`config.mk`:
```
export PLATFORM = sky130hd
export DESIGN_NAME = isolated_io_debounce_pulse
export DESIGN_NICKNAME = d
export VERILOG_FILES = /design/src/sv/dbp_pkg.sv /design/src/sv/dbp_in_unit.sv /design/src/sv/dbp_out_unit.sv /design/src/sv/isolated_io_debounce_pulse.sv
export SDC_FILE = /design/constraint.sdc
export NUM_CORES = 1
export LEC_CHECK = 0
export BUFFER_PORTS_ARGS = -buffer_cell sky130_fd_sc_hd__buf_2
export CORE_UTILIZATION = 45
export CTS_CLUSTER_SIZE = 25
export DETAILED_ROUTE_END_ITERATION = 8
export PLACE_DENSITY = 0.59
export SETUP_SLACK_MARGIN = 0.2
export SLEW_MARGIN = 20
export SYNTH_ARGS = -nofsm -noshare
export SYNTH_HDL_FRONTEND = slang
export SYNTH_SLANG_ARGS = --single-unit
export TNS_END_PERCENT = 100
```
`constraint.sdc`:
```
create_clock -name clk -period 7 [get_ports clk]
set_clock_uncertainty 0.15 [all_clocks]
set_input_delay 0.7 -clock clk [delete_from_list [all_inputs] [get_ports clk]]
set_output_delay 0.7 -clock clk [all_outputs]
set_load 0.01 [all_outputs]
```
`src/sv/dbp_pkg.sv`:
```
// Shared types and constants for the debounce and pulse output block.
`default_nettype none

package dbp_pkg;

    // Request action codes
    localparam logic [1:0] ACT_TICK   = 2'd0;
    localparam logic [1:0] ACT_SAMPLE = 2'd1;
    localparam logic [1:0] ACT_PULSE  = 2'd2;
    localparam logic [1:0] ACT_TOGGLE = 2'd3;

    // Configuration register indexes
    localparam logic [2:0] CFG_ACTIVE_LEVEL  = 3'd0;
    localparam logic [2:0] CFG_PULSE_MS      = 3'd1;
    localparam logic [2:0] CFG_LATCH_MS      = 3'd2;
    localparam logic [2:0] CFG_DOORBELL_LINK = 3'd3;
    localparam logic [2:0] CFG_IN0_BIT_INDEX = 3'd4;
    localparam logic [2:0] CFG_IN1_BIT_INDEX = 3'd5;

    // Configuration reset values
    localparam logic [15:0] PULSE_MS_DEFAULT = 16'd1500;
    localparam logic [23:0] LATCH_MS_DEFAULT = 24'd30000;
    localparam logic [7:0]  SAMPLE_INIT      = 8'hFF;

    // Per-request control for one input channel
    typedef struct packed {
        logic step;      // a request is being applied
        logic sample;    // request is an input sample
        logic qualify;   // sample read ok and matches the previous good sample
    } in_ctl_t;

    // Per-request control for one output channel
    typedef struct packed {
        logic step;
        logic pulse;
        logic toggle;
    } out_ctl_t;

    // State of one input channel after a request
    typedef struct packed {
        logic        active;
        logic        rose;
        logic        fell;
        logic [15:0] count;
        logic [31:0] held;
    } in_stat_t;

    // State of one output channel after a request
    typedef struct packed {
        logic        sinking;
        logic        latched;
        logic [15:0] pulses;
    } out_stat_t;

endpackage

`default_nettype wire

```
`src/sv/dbp_in_unit.sv`:
```
// One debounced input channel: activation state, count, edge time and hold time.
`default_nettype none

module dbp_in_unit (
    input  wire logic               clk,
    input  wire logic               rst_n,
    input  wire dbp_pkg::in_ctl_t   ctl,
    input  wire logic               bit_value,
    input  wire logic               active_level,
    input  wire logic [31:0]        time_now,
    output dbp_pkg::in_stat_t       stat_next
);

    logic        active_reg, active_next;
    logic [15:0] count_reg, count_next;
    logic [31:0] edge_reg, edge_next;
    logic [31:0] held_reg, held_next;
    logic        level_match;
    logic        rose, fell;

    assign level_match = (bit_value == active_level);

    always_comb
    begin
        active_next = active_reg;
        count_next  = count_reg;
        edge_next   = edge_reg;
        held_next   = held_reg;
        rose        = 1'b0;
        fell        = 1'b0;
        if (ctl.qualify && (level_match != active_reg))
        begin
            active_next = level_match;
            if (level_match)
            begin
                count_next = count_reg + 16'd1;
                edge_next  = time_now;
                held_next  = '0;
                rose       = 1'b1;
            end
            else
            begin
                held_next = time_now - edge_reg;
                fell      = 1'b1;
            end
        end
        // live hold time on every sample while the input is active
        if (ctl.sample && active_next)
        begin
            held_next = time_now - edge_next;
        end
    end

    always_ff @(posedge clk or negedge rst_n)
    begin
        if (!rst_n)
        begin
            active_reg <= 1'b0;
            count_reg  <= '0;
            edge_reg   <= '0;
            held_reg   <= '0;
        end
        else if (ctl.step)
        begin
            active_reg <= active_next;
            count_reg  <= count_next;
            edge_reg   <= edge_next;
            held_reg   <= held_next;
        end
    end

    assign stat_next.active = active_next;
    assign stat_next.rose   = rose;
    assign stat_next.fell   = fell;
    assign stat_next.count  = count_next;
    assign stat_next.held   = held_next;

endmodule

`default_nettype wire

```
`src/sv/dbp_out_unit.sv`:
```
// One open-drain output channel: bounded pulse, latch toggle and auto-off deadline.
`default_nettype none

module dbp_out_unit (
    input  wire logic               clk,
    input  wire logic               rst_n,
    input  wire dbp_pkg::out_ctl_t  ctl,
    input  wire logic [31:0]        time_now,
    input  wire logic [31:0]        time_next,
    input  wire logic [15:0]        pulse_ms,
    input  wire logic [23:0]        latch_ms,
    output dbp_pkg::out_stat_t      stat_next
);

    logic        sinking_reg, sinking_next;
    logic        latched_reg, latched_next;
    logic        armed_reg, armed_next;
    logic [31:0] deadline_reg, deadline_next;
    logic [15:0] pulses_reg, pulses_next;
    logic [31:0] slack;

    always_comb
    begin
        sinking_next  = sinking_reg;
        latched_next  = latched_reg;
        armed_next    = armed_reg;
        deadline_next = deadline_reg;
        pulses_next   = pulses_reg;
        if (ctl.pulse)
        begin
            latched_next  = 1'b0;
            pulses_next   = pulses_reg + 16'd1;
            deadline_next = time_now + {16'd0, pulse_ms};
            armed_next    = 1'b1;
            sinking_next  = 1'b1;
        end
        else if (ctl.toggle)
        begin
            if (sinking_reg)
            begin
                latched_next = 1'b0;
                armed_next   = 1'b0;
                sinking_next = 1'b0;
            end
            else
            begin
                latched_next  = 1'b1;
                deadline_next = time_now + {8'd0, latch_ms};
                armed_next    = 1'b1;
                sinking_next  = 1'b1;
            end
        end
        // release once the deadline is reached (wrapped compare)
        slack = time_next - deadline_next;
        if (sinking_next && armed_next && !slack[31])
        begin
            latched_next = 1'b0;
            armed_next   = 1'b0;
            sinking_next = 1'b0;
        end
    end

    always_ff @(posedge clk or negedge rst_n)
    begin
        if (!rst_n)
        begin
            sinking_reg  <= 1'b0;
            latched_reg  <= 1'b0;
            armed_reg    <= 1'b0;
            deadline_reg <= '0;
            pulses_reg   <= '0;
        end
        else if (ctl.step)
        begin
            sinking_reg  <= sinking_next;
            latched_reg  <= latched_next;
            armed_reg    <= armed_next;
            deadline_reg <= deadline_next;
            pulses_reg   <= pulses_next;
        end
    end

    assign stat_next.sinking = sinking_next;
    assign stat_next.latched = latched_next;
    assign stat_next.pulses  = pulses_next;

endmodule

`default_nettype wire

```
`src/sv/isolated_io_debounce_pulse.sv`:
```
// Top level: request register, shared time base, input and output channels, result register.
// Path: a request accepted into the request register moves on into the result register,
//   whose outputs drive the result ports, when the result register is free or being taken.
// Throughput: one request per cycle while out_stall is low; the request register and the result
//   register each hold one request, so a stalled result still lets one more in.
// Reset (rst_n low, asynchronous): time and all channel state clear, previous
//   sample goes to all ones, configuration returns to its defaults.
`default_nettype none

module isolated_io_debounce_pulse #(
    parameter int CHANNELS = 2
) (
    input  wire logic        clk,
    input  wire logic        rst_n,
    // request channel
    input  wire logic        in_valid,
    output logic             in_stall,
    input  wire logic [1:0]  action,
    input  wire logic        channel,
    input  wire logic [7:0]  raw_inputs,
    input  wire logic        read_ok,
    // result channel
    output logic             out_valid,
    input  wire logic        out_stall,
    output logic [1:0]       in_active,
    output logic [1:0]       in_rose,
    output logic [1:0]       in_fell,
    output logic [15:0]      in0_count,
    output logic [15:0]      in1_count,
    output logic [31:0]      in0_held_ms,
    output logic [31:0]      in1_held_ms,
    output logic [1:0]       out_on,
    output logic [1:0]       out_latched,
    output logic [15:0]      out0_pulses,
    output logic [15:0]      out1_pulses,
    // configuration write channel
    input  wire logic        cfg_valid,
    output logic             cfg_ready,
    input  wire logic [2:0]  cfg_index,
    input  wire logic [23:0] cfg_data
);

    // ------------------------------------------------------------------
    // Configuration registers; always ready; the user must write them only while idle (not enforced).
    // ------------------------------------------------------------------
    logic        active_level_reg;
    logic [15:0] pulse_ms_reg;
    logic [23:0] latch_ms_reg;
    logic        doorbell_link_reg;
    logic [2:0]  in0_bit_index_reg;
    logic [2:0]  in1_bit_index_reg;

    assign cfg_ready = 1'b1;

    always_ff @(posedge clk or negedge rst_n)
    begin
        if (!rst_n)
        begin
            active_level_reg  <= 1'b0;
            pulse_ms_reg      <= dbp_pkg::PULSE_MS_DEFAULT;
            latch_ms_reg      <= dbp_pkg::LATCH_MS_DEFAULT;
            doorbell_link_reg <= 1'b1;
            in0_bit_index_reg <= 3'd0;
            in1_bit_index_reg <= 3'd1;
        end
        else if (cfg_valid && cfg_ready)
        begin
            case (cfg_index)
                dbp_pkg::CFG_ACTIVE_LEVEL:  active_level_reg  <= cfg_data[0];
                dbp_pkg::CFG_PULSE_MS:      pulse_ms_reg      <= cfg_data[15:0];
                dbp_pkg::CFG_LATCH_MS:      latch_ms_reg      <= cfg_data;
                dbp_pkg::CFG_DOORBELL_LINK: doorbell_link_reg <= cfg_data[0];
                dbp_pkg::CFG_IN0_BIT_INDEX: in0_bit_index_reg <= cfg_data[2:0];
                dbp_pkg::CFG_IN1_BIT_INDEX: in1_bit_index_reg <= cfg_data[2:0];
                default: ;  // unknown index: drop the write
            endcase
        end
    end

    // ------------------------------------------------------------------
    // Request register and handshake.
    // Advance the held request whenever the result register is free or
    // being taken; accept a new request when none is held or the held one moves on.
    // ------------------------------------------------------------------
    logic        req_valid_reg;
    logic [1:0]  action_reg;
    logic        channel_reg;
    logic [7:0]  raw_reg;
    logic        read_ok_reg;
    logic        out_valid_reg;
    logic        advance;
    logic        accept;

    assign advance  = req_valid_reg && (!out_valid_reg || !out_stall);
    assign in_stall = req_valid_reg && !advance;
    assign accept   = in_valid && !in_stall;

    always_ff @(posedge clk or negedge rst_n)
    begin
        if (!rst_n)
        begin
            req_valid_reg <= 1'b0;
        end
        else if (accept)
        begin
            req_valid_reg <= 1'b1;
        end
        else if (advance)
        begin
            req_valid_reg <= 1'b0;
        end
    end

    // payload: hold until the next accepted request
    always_ff @(posedge clk)
    begin
        if (accept)
        begin
            action_reg  <= action;
            channel_reg <= channel;
            raw_reg     <= raw_inputs;
            read_ok_reg <= read_ok;
        end
    end

    // ------------------------------------------------------------------
    // Decode the held request.
    // ------------------------------------------------------------------
    logic is_tick, is_sample, is_pulse, is_toggle;

    always_comb
    begin
        is_tick   = 1'b0;
        is_sample = 1'b0;
        is_pulse  = 1'b0;
        is_toggle = 1'b0;
        case (action_reg)
            dbp_pkg::ACT_TICK:   is_tick   = 1'b1;
            dbp_pkg::ACT_SAMPLE: is_sample = 1'b1;
            dbp_pkg::ACT_PULSE:  is_pulse  = 1'b1;
            dbp_pkg::ACT_TOGGLE: is_toggle = 1'b1;
            default: ;
        endcase
    end

    // ------------------------------------------------------------------
    // Shared time base and sample agreement filter.
    // ------------------------------------------------------------------
    logic [31:0] time_reg, time_next;
    logic [7:0]  prev_sample_reg;
    logic        sample_good;
    logic        qualify;

    assign time_next   = is_tick ? time_reg + 32'd1 : time_reg;
    assign sample_good = is_sample && read_ok_reg;
    // a good read counts only when it matches the previous good read
    assign qualify     = sample_good && (raw_reg == prev_sample_reg);

    always_ff @(posedge clk or negedge rst_n)
    begin
        if (!rst_n)
        begin
            time_reg        <= '0;
            prev_sample_reg <= dbp_pkg::SAMPLE_INIT;
        end
        else if (advance)
        begin
            time_reg <= time_next;
            if (sample_good)
            begin
                prev_sample_reg <= raw_reg;
            end
        end
    end

    // ------------------------------------------------------------------
    // Channels.
    // ------------------------------------------------------------------
    dbp_pkg::in_ctl_t  in_ctl;
    dbp_pkg::in_stat_t in_stat [CHANNELS];
    dbp_pkg::out_stat_t out_stat [CHANNELS];
    logic [CHANNELS-1:0] active_vec, rose_vec, fell_vec, on_vec, latched_vec;

    assign in_ctl.step    = advance;
    assign in_ctl.sample  = is_sample;
    assign in_ctl.qualify = qualify;

    for (genvar c = 0; c < CHANNELS; c++)
    begin : g_chan
        logic [2:0]        bit_sel;
        logic              wants_doorbell;
        dbp_pkg::out_ctl_t out_ctl;

        // inputs past the second take a fixed bit position
        if (c == 0)
        begin : g_sel0
            assign bit_sel        = in0_bit_index_reg;
            assign wants_doorbell = doorbell_link_reg && in_stat[0].rose;
        end
        else if (c == 1)
        begin : g_sel1
            assign bit_sel        = in1_bit_index_reg;
            assign wants_doorbell = 1'b0;
        end
        else
        begin : g_selx
            assign bit_sel        = 3'(c % 8);
            assign wants_doorbell = 1'b0;
        end

        dbp_in_unit u_in (
            .clk          (clk),
            .rst_n        (rst_n),
            .ctl          (in_ctl),
            .bit_value    (raw_reg[bit_sel]),
            .active_level (active_level_reg),
            .time_now     (time_reg),
            .stat_next    (in_stat[c])
        );

        // only the first two outputs are reachable by a request
        assign out_ctl.step   = advance;
        assign out_ctl.pulse  = (is_pulse && ({31'd0, channel_reg} == 32'(c)))
                                || wants_doorbell;
        assign out_ctl.toggle = is_toggle && ({31'd0, channel_reg} == 32'(c));

        dbp_out_unit u_out (
            .clk       (clk),
            .rst_n     (rst_n),
            .ctl       (out_ctl),
            .time_now  (time_reg),
            .time_next (time_next),
            .pulse_ms  (pulse_ms_reg),
            .latch_ms  (latch_ms_reg),
            .stat_next (out_stat[c])
        );

        assign active_vec[c]  = in_stat[c].active;
        assign rose_vec[c]    = in_stat[c].rose;
        assign fell_vec[c]    = in_stat[c].fell;
        assign on_vec[c]      = out_stat[c].sinking;
        assign latched_vec[c] = out_stat[c].latched;
    end

    // Second channel's counters read as zero when only one channel exists.
    logic [15:0] in1_count_next, out1_pulses_next;
    logic [31:0] in1_held_next;

    if (CHANNELS > 1)
    begin : g_second
        assign in1_count_next   = in_stat[CHANNELS > 1 ? 1 : 0].count;
        assign in1_held_next    = in_stat[CHANNELS > 1 ? 1 : 0].held;
        assign out1_pulses_next = out_stat[CHANNELS > 1 ? 1 : 0].pulses;
    end
    else
    begin : g_single
        assign in1_count_next   = '0;
        assign in1_held_next    = '0;
        assign out1_pulses_next = '0;
    end

    // Pad the bitmaps so the low two bits exist at any channel count.
    logic [CHANNELS+1:0] active_pad, rose_pad, fell_pad, on_pad, latched_pad;

    assign active_pad  = {2'b00, active_vec};
    assign rose_pad    = {2'b00, rose_vec};
    assign fell_pad    = {2'b00, fell_vec};
    assign on_pad      = {2'b00, on_vec};
    assign latched_pad = {2'b00, latched_vec};

    // ------------------------------------------------------------------
    // Result register.
    // ------------------------------------------------------------------
    always_ff @(posedge clk or negedge rst_n)
    begin
        if (!rst_n)
        begin
            out_valid_reg <= 1'b0;
        end
        else if (advance)
        begin
            out_valid_reg <= 1'b1;
        end
        else if (!out_stall)
        begin
            out_valid_reg <= 1'b0;
        end
    end

    always_ff @(posedge clk)
    begin
        if (advance)
        begin
            in_active   <= active_pad[1:0];
            in_rose     <= rose_pad[1:0];
            in_fell     <= fell_pad[1:0];
            in0_count   <= in_stat[0].count;
            in1_count   <= in1_count_next;
            in0_held_ms <= in_stat[0].held;
            in1_held_ms <= in1_held_next;
            out_on      <= on_pad[1:0];
            out_latched <= latched_pad[1:0];
            out0_pulses <= out_stat[0].pulses;
            out1_pulses <= out1_pulses_next;
        end
    end

    assign out_valid = out_valid_reg;

endmodule

`default_nettype wire

```
Yosys cells after proc, flatten, opt, wreduce, memory -nomap -nowiden
Index checks and enable logic that the tools add are counted.
Widths: inputs -> output; s select.

cells by class
  add/subtract/negate cells = 13
  $lt $le $gt $ge = 2
  equality and inequality tests = 14
  multiplexer cells = 62
  bitwise logic cells = 1
  reductions and logical operators = 36

operators with widths
  operator               count
  $mux 32                17
  $sub 32x32->32         6
  $mux 16                6
  $add 16x1->16 const B  4
  $mux 1                 37
  $add 32x1->32 const B  1
  $add 32x16->32         1
  $add 32x24->32         1
  $logic_and 1x1->1      18
  $reduce_and 2->1       7
  $eq 8x8->1             1
  $lt 3x4->1 const B     2
  $bmux 1 s3             2
  $eq 3x2->1 const B     2
  $eq 3x3->1 const B     2
  $logic_not 1->1        6
  $eq 2x2->1 const B     2
  $eq 3x1->1 const B     1
  $logic_not 3->1        1
  $eq 1x1->1             2
  $eq 2x1->1 const B     1
  $logic_not 2->1        1
  $logic_or 1x1->1       2
  $ne 1x1->1             2
  other kinds (3)        3

storage, ports and cells
  flip-flop bits (word level) = 504
  input bits = 44
  output and inout port bits = 141
  word-level logic and storage cells = 173

Longest topological paths before layout
  word-level depth = 13
  gate-level depth with buffers = 28
  mapped depth without buffers = 28

By module
Synthesis repeated with hierarchy kept, for this count alone.

second synthesis, totals
  cell total of the unflattened synthesis = 4104
  area, all modules = 37881.3 µm²

modules (own cells, without submodules)
  module                         instances  cells an instance  area each (µm²)  sequential area each (µm²)
  dbp_out_unit                   2          773                6100.9           1276.2
  isolated_io_debounce_pulse     1          532                9082.5           6786.5
  dbp_in_unit at g_chan[0].u_in  1          1048               8498.2           2026.9
  dbp_in_unit at g_chan[1].u_in  1          978                8099.0           2026.9

Least setup slack after synthesis
Ideal clock, no wire load.

  path kind = input -> register
  from = in out_stall
  to = reg in0_count[0], enable pin
  setup time = 0.556 ns
  data arrival time = 5.520 ns
  data required time = 6.294 ns
  slack = 0.774 ns
  cell stages on the path = 6
  buffers on the path = 3
  cell sequence = nand2_1 nand2_1 inv_1 clkbuf_1 clkbuf_1 buf_1

between the ends
  longest elaborated chain between the ends = 3

ends and longest elaborated chain
  what                    RTL line                           RTL
  start: declaration      isolated_io_debounce_pulse.sv:24   input wire logic out_stall,
  $logic_not 1->1         --
  $logic_or 1x1->1        isolated_io_debounce_pulse.sv:94   assign advance = req_valid_reg && (!out_valid_reg || !out_stall);
  $logic_and 1x1->1       isolated_io_debounce_pulse.sv:94
  via advance             isolated_io_debounce_pulse.sv:91   logic advance;
  end signal: assignment  isolated_io_debounce_pulse.sv:297  in0_count <= in_stat[0].count;
  end: declaration        isolated_io_debounce_pulse.sv:28   output logic [15:0] in0_count,

The timed path passes the listed nets, and every way through them passes these cells.
A chain may end at the register's enable or synchronous reset.

Worst setup path after layout
  from = reg time_reg[0]
  to = reg out_latched[1], data pin

between the ends
  longest elaborated chain between the ends = 8
  elaborated cells between the ends (all ways) = 11
  those cells by class = add/sub: 4; mux: 5; reduce/logical: 2

ends and longest elaborated chain
  what                              RTL line                           RTL
  start: declaration                isolated_io_debounce_pulse.sv:149  logic [31:0] time_reg, time_next;
  start signal: assignment          isolated_io_debounce_pulse.sv:168  time_reg <= time_next;
  $add 32x24->32                    dbp_out_unit.sv:48                 deadline_next = time_now + {8'd0, latch_ms};
  $mux 32                           dbp_out_unit.sv:39                 if (sinking_reg)
  $mux 32                           dbp_out_unit.sv:37                 else if (ctl.toggle)
  $mux 32                           dbp_out_unit.sv:29                 if (ctl.pulse)
  $sub 32x32->32 *                  dbp_out_unit.sv:54                 slack = time_next - deadline_next;
  $logic_not 1->1 *                 dbp_out_unit.sv:55                 if (sinking_next && armed_next && !slack[31])
  $logic_and 1x1->1 *               dbp_out_unit.sv:55
  $mux 1 *                          dbp_out_unit.sv:55
  via g_chan[1].u_out.latched_next  dbp_out_unit.sv:16                 logic latched_reg, latched_next;
  end signal: assignment            isolated_io_debounce_pulse.sv:302  out_latched <= latched_pad[1:0];
  end: declaration                  isolated_io_debounce_pulse.sv:33   output logic [1:0] out_latched,

The timed path passes the listed nets; every way through them passes the cells marked *.

==> impl_results.md <==
- Net Switching: 2740 µW
- GPL Wtd Cong: 0.921
- Setup-failing EPs final: 0
- Final hold viol count: 0
- RSZ-0062 raised after global routing: yes
- Worst skew pair latency: 650 ps
- Via count: 25700
- Fin crit period: 6430 ps
- Clock Sinks: 504
- Gr usage total: 24.9%
- Flop2flop setup slack: 570 ps
- Starting DRT DRC Count: 2056
- Worst Setup End Kind: flop
- Die footprint: 0.0732 mm²
- I/O pin count: 185
- Top-area cell type share of the netlist area: 25.5%
- Slowest cell delay on critical path: 490 ps
- Main area contributors after synthesis: dfrtp_1, edfxtp_1, ha_1, xnor2_1, nand2_1
- Syn Std Cell Area: 0.0324 mm²
- N_diodes: 0
- Pins Over Slew Limit: 0
- Via/cell ratio: 5.61
- Peak supply drop: 0.206 mV
- HP Class: in -> reg
- Total power: 8950 µW
- Synth unique cells: 76
- Clock power frac: 36.5%
- Combinational Power Share: 21.6%
- Fin nets: 3865
- Worst-margin pin slew: 1210 ps
- Prevailing post-synth register cell: dfrtp_1
- Wire per inst: 20.0 µm
- Cts bufs inserted: 58
- Hold slack: 84.7 ps
- CP delay by family, top: compound AO/OA/AOI/OAI gates
- Critical Path Fanout Max: 7
- TritonRoute pass-1 iters: 8
- Max_slew headroom: 17.4%
- H-tree depth: 2
- Total wire length: 91.8 mm
- Hold endpoint: raw_reg[5]
- Flop pwr share: 41.9%
- Row cnt: 98
- Critical Path RT: 7250 ps
- Post-synth top area cell: dfrtp_1
- YS warnings: 0
- GRT overflow: 0
- Area of the core: 0.0714 mm²
- Area delta synth->final: 13.1%
- Die span in x: 270 µm
- TritonCTS clock tree: yes
- Syn Nets: 3709
- First-pass GRT wire length: 143 mm
- Worst setup SP type: flop
- Routed Antenna Nets: 0
- Hold path depth: 1
- R2r worst-path depth: 27
- Starting Density: 45.4%
- Slowest CP cell: dfrtp_1
- Met3 Usage GRT: 3.26%
- WS Path Type: reg -> reg
- Static Leak: 0.0173 µW
- Mapped Cells: 3430
- Max Cap Viol: 0
- Die height: 270 µm
- Initial antenna violation count: 0
- FFs w/ async S/R, synth: 70.2%
- Vias in the first global route: 24800
- Internal power: 6210 µW
- GR Util met1: 35.3%
- Buf+Inv Stages, Crit Path: 1
- Final period utilization: 91.9%
- Dpl hpwl: 65.8 mm
- CP arrival: 6690 ps
- Reg2reg end: out_latched[1]
- R2R Path Start: time_reg[0]
- Synth Register Bits: 504
- Final Instance Area: 0.0367 mm²
- Fmax: 0.155 GHz
- I/O Buffers: 183
- Gr busiest metal: met2
- Failing checks: DRC
- Avg Inst Size Synth: 9.46 µm²
- Post-route setup TNS: 0 ps
- DRC: 1
- Switching Fraction: 30.6%
- Run status: complete, but fails checks
- Deepest clock path buffer count: 3
- Register area share after synthesis: 41.3%
- Reg clk slew, reported paths: 70 ps
- Util after Layout: 51.4%
- GR Util met2: 39.7%
- Hold Startpoint: raw_inputs[5]
- Placed inst area: 0.0346 mm²
- CP most frequent cell: o21ai_0
- Ratio of cells with drive above 1 in the final layout: 14.3%
- Power Density: 244 mW/mm²
- Post-synth EDFFs: 150
- Largest net degree at the start of global routing: 138
- Clock root buffer master: clkbuf_16
==> cells by family (layout without fill, tap and decap cells) <==
family          Yosys count  count (layout)  share of synthesized area (%)
fa+ha+maj               235             235                           9.20
buf+inv                 282             488                           3.29
xor+xnor                340             340                           9.18
simple gates           1036            1036                           14.6
other cells               1               1                         0.0116
flops                   504             504                           41.3
compound gates          858             858                           16.5
mux                     174             174                           5.92
==> stage by stage <==
stage / worst slack, ps / cells
final: 567 / 4586
after floorplan: 774 / 3430
after global placement: 693 / 4475
after detailed placement: 529 / 4475
after CTS: 519 / 4586
after global routing: 142 / 4586
==> cell usage after synthesis (41+ instances only) <==
cell,n
nor3_1,58
nand2b_1,41
a21oi_1,210
a21o_1,82
o21ai_0,274
xor2_1,151
clkbuf_1,133
ha_1,229
inv_1,126
xnor2_1,189
dfrtp_1,330
nand3_1,81
edfxtp_1,150
nand2_1,405
mux2i_1,68
mux2_2,102
nor2_1,255
==> worst register-to-register path: cells and delay by family, from the launching register on <==
kind / cells / cell delay, ps
buffers and inverters: 1 / 60
AOI/OAI and AO/OA: 16 / 3300
adders and majority gates: 3 / 970
and+or+nand+nor: 5 / 760
DFF: 1 / 490
xor gates and xnor gates: 2 / 440
==> power groups by stage <==
stage	clock (µW)	sequential, µW	combinational [µW]
floorplan	0	3780	1270
global placement	0	3800	1900
detailed placement	0	3800	1920
CTS	3340	3750	1930
global route	3450	3800	2160
finish	3260	3750	1930
==> what timing repair did <==
action,4_1_cts,5_1_grt
hold buffers,1,0
setup buffers,0,0
setup endpoints to repair,0,13
hold endpoints to repair,9,0
resized for setup,0,7
==> per-layer routing <==
metal	vias up	wire length, µm
li1	12600	-
met1	12300	43200
met2	665	41200
met3	147	4840
met4	0	2510
met5	-	0
==> how the worst max path moves through the flow <==
| stage | slack (ps) | startpoint | end | cells after the start |
|---|---|---|---|---|
| finish | 570 | time_reg[0] | out_latched[1] | 27 |
| detailed placement | 530 | time_reg[0] | out_latched[1] | 27 |
| global route | 140 | time_reg[0] | out_latched[1] | 27 |
| floorplan | 770 | out_stall | in0_count[0] | 6 |
| global placement | 690 | time_reg[0] | out_latched[1] | 27 |
| CTS | 520 | time_reg[0] | out_latched[1] | 27 |
==> cells in the final DEF (no fill, tap or decap), types with 16 or more instances in the layout <==
| cell | n |
|---|---|
| clkbuf_16 | 59 |
| or2_2 | 19 |
| edfxtp_1 | 150 |
| nor2b_1 | 29 |
| nor2_1 | 252 |
| mux2i_1 | 68 |
| a22oi_1 | 20 |
| a221oi_1 | 23 |
| a211oi_1 | 26 |
| o21ai_0 | 274 |
| ha_1 | 229 |
| a31oi_1 | 32 |
| dfstp_2 | 24 |
| buf_4 | 66 |
| xnor2_1 | 188 |
| buf_2 | 182 |
| a21oi_1 | 210 |
| or3_1 | 16 |
| dfrtp_1 | 330 |
| and2_1 | 17 |
| o21a_1 | 27 |
| nand2b_1 | 41 |
| o221ai_1 | 28 |
| o211ai_1 | 18 |
| nand2_1 | 404 |
| inv_1 | 125 |
| and3_1 | 38 |
| nand3_1 | 81 |
| xor2_1 | 149 |
| a21o_1 | 82 |
| nor3_1 | 58 |
| mux2_2 | 102 |
| nand4_1 | 35 |
==> cell type report <==
type / count / area [µm²]
flip-flops and latches: 504 / 13400
inverters: 126 / 480
well taps: 950 / 1190
fillers: 6710 / 34700
clock inverters: 32 / 445
repair buffers: 252 / 1470
clock buffers: 78 / 1640
multi-input cells: 2644 / 18100
Power figures use the tool's default switching activity.
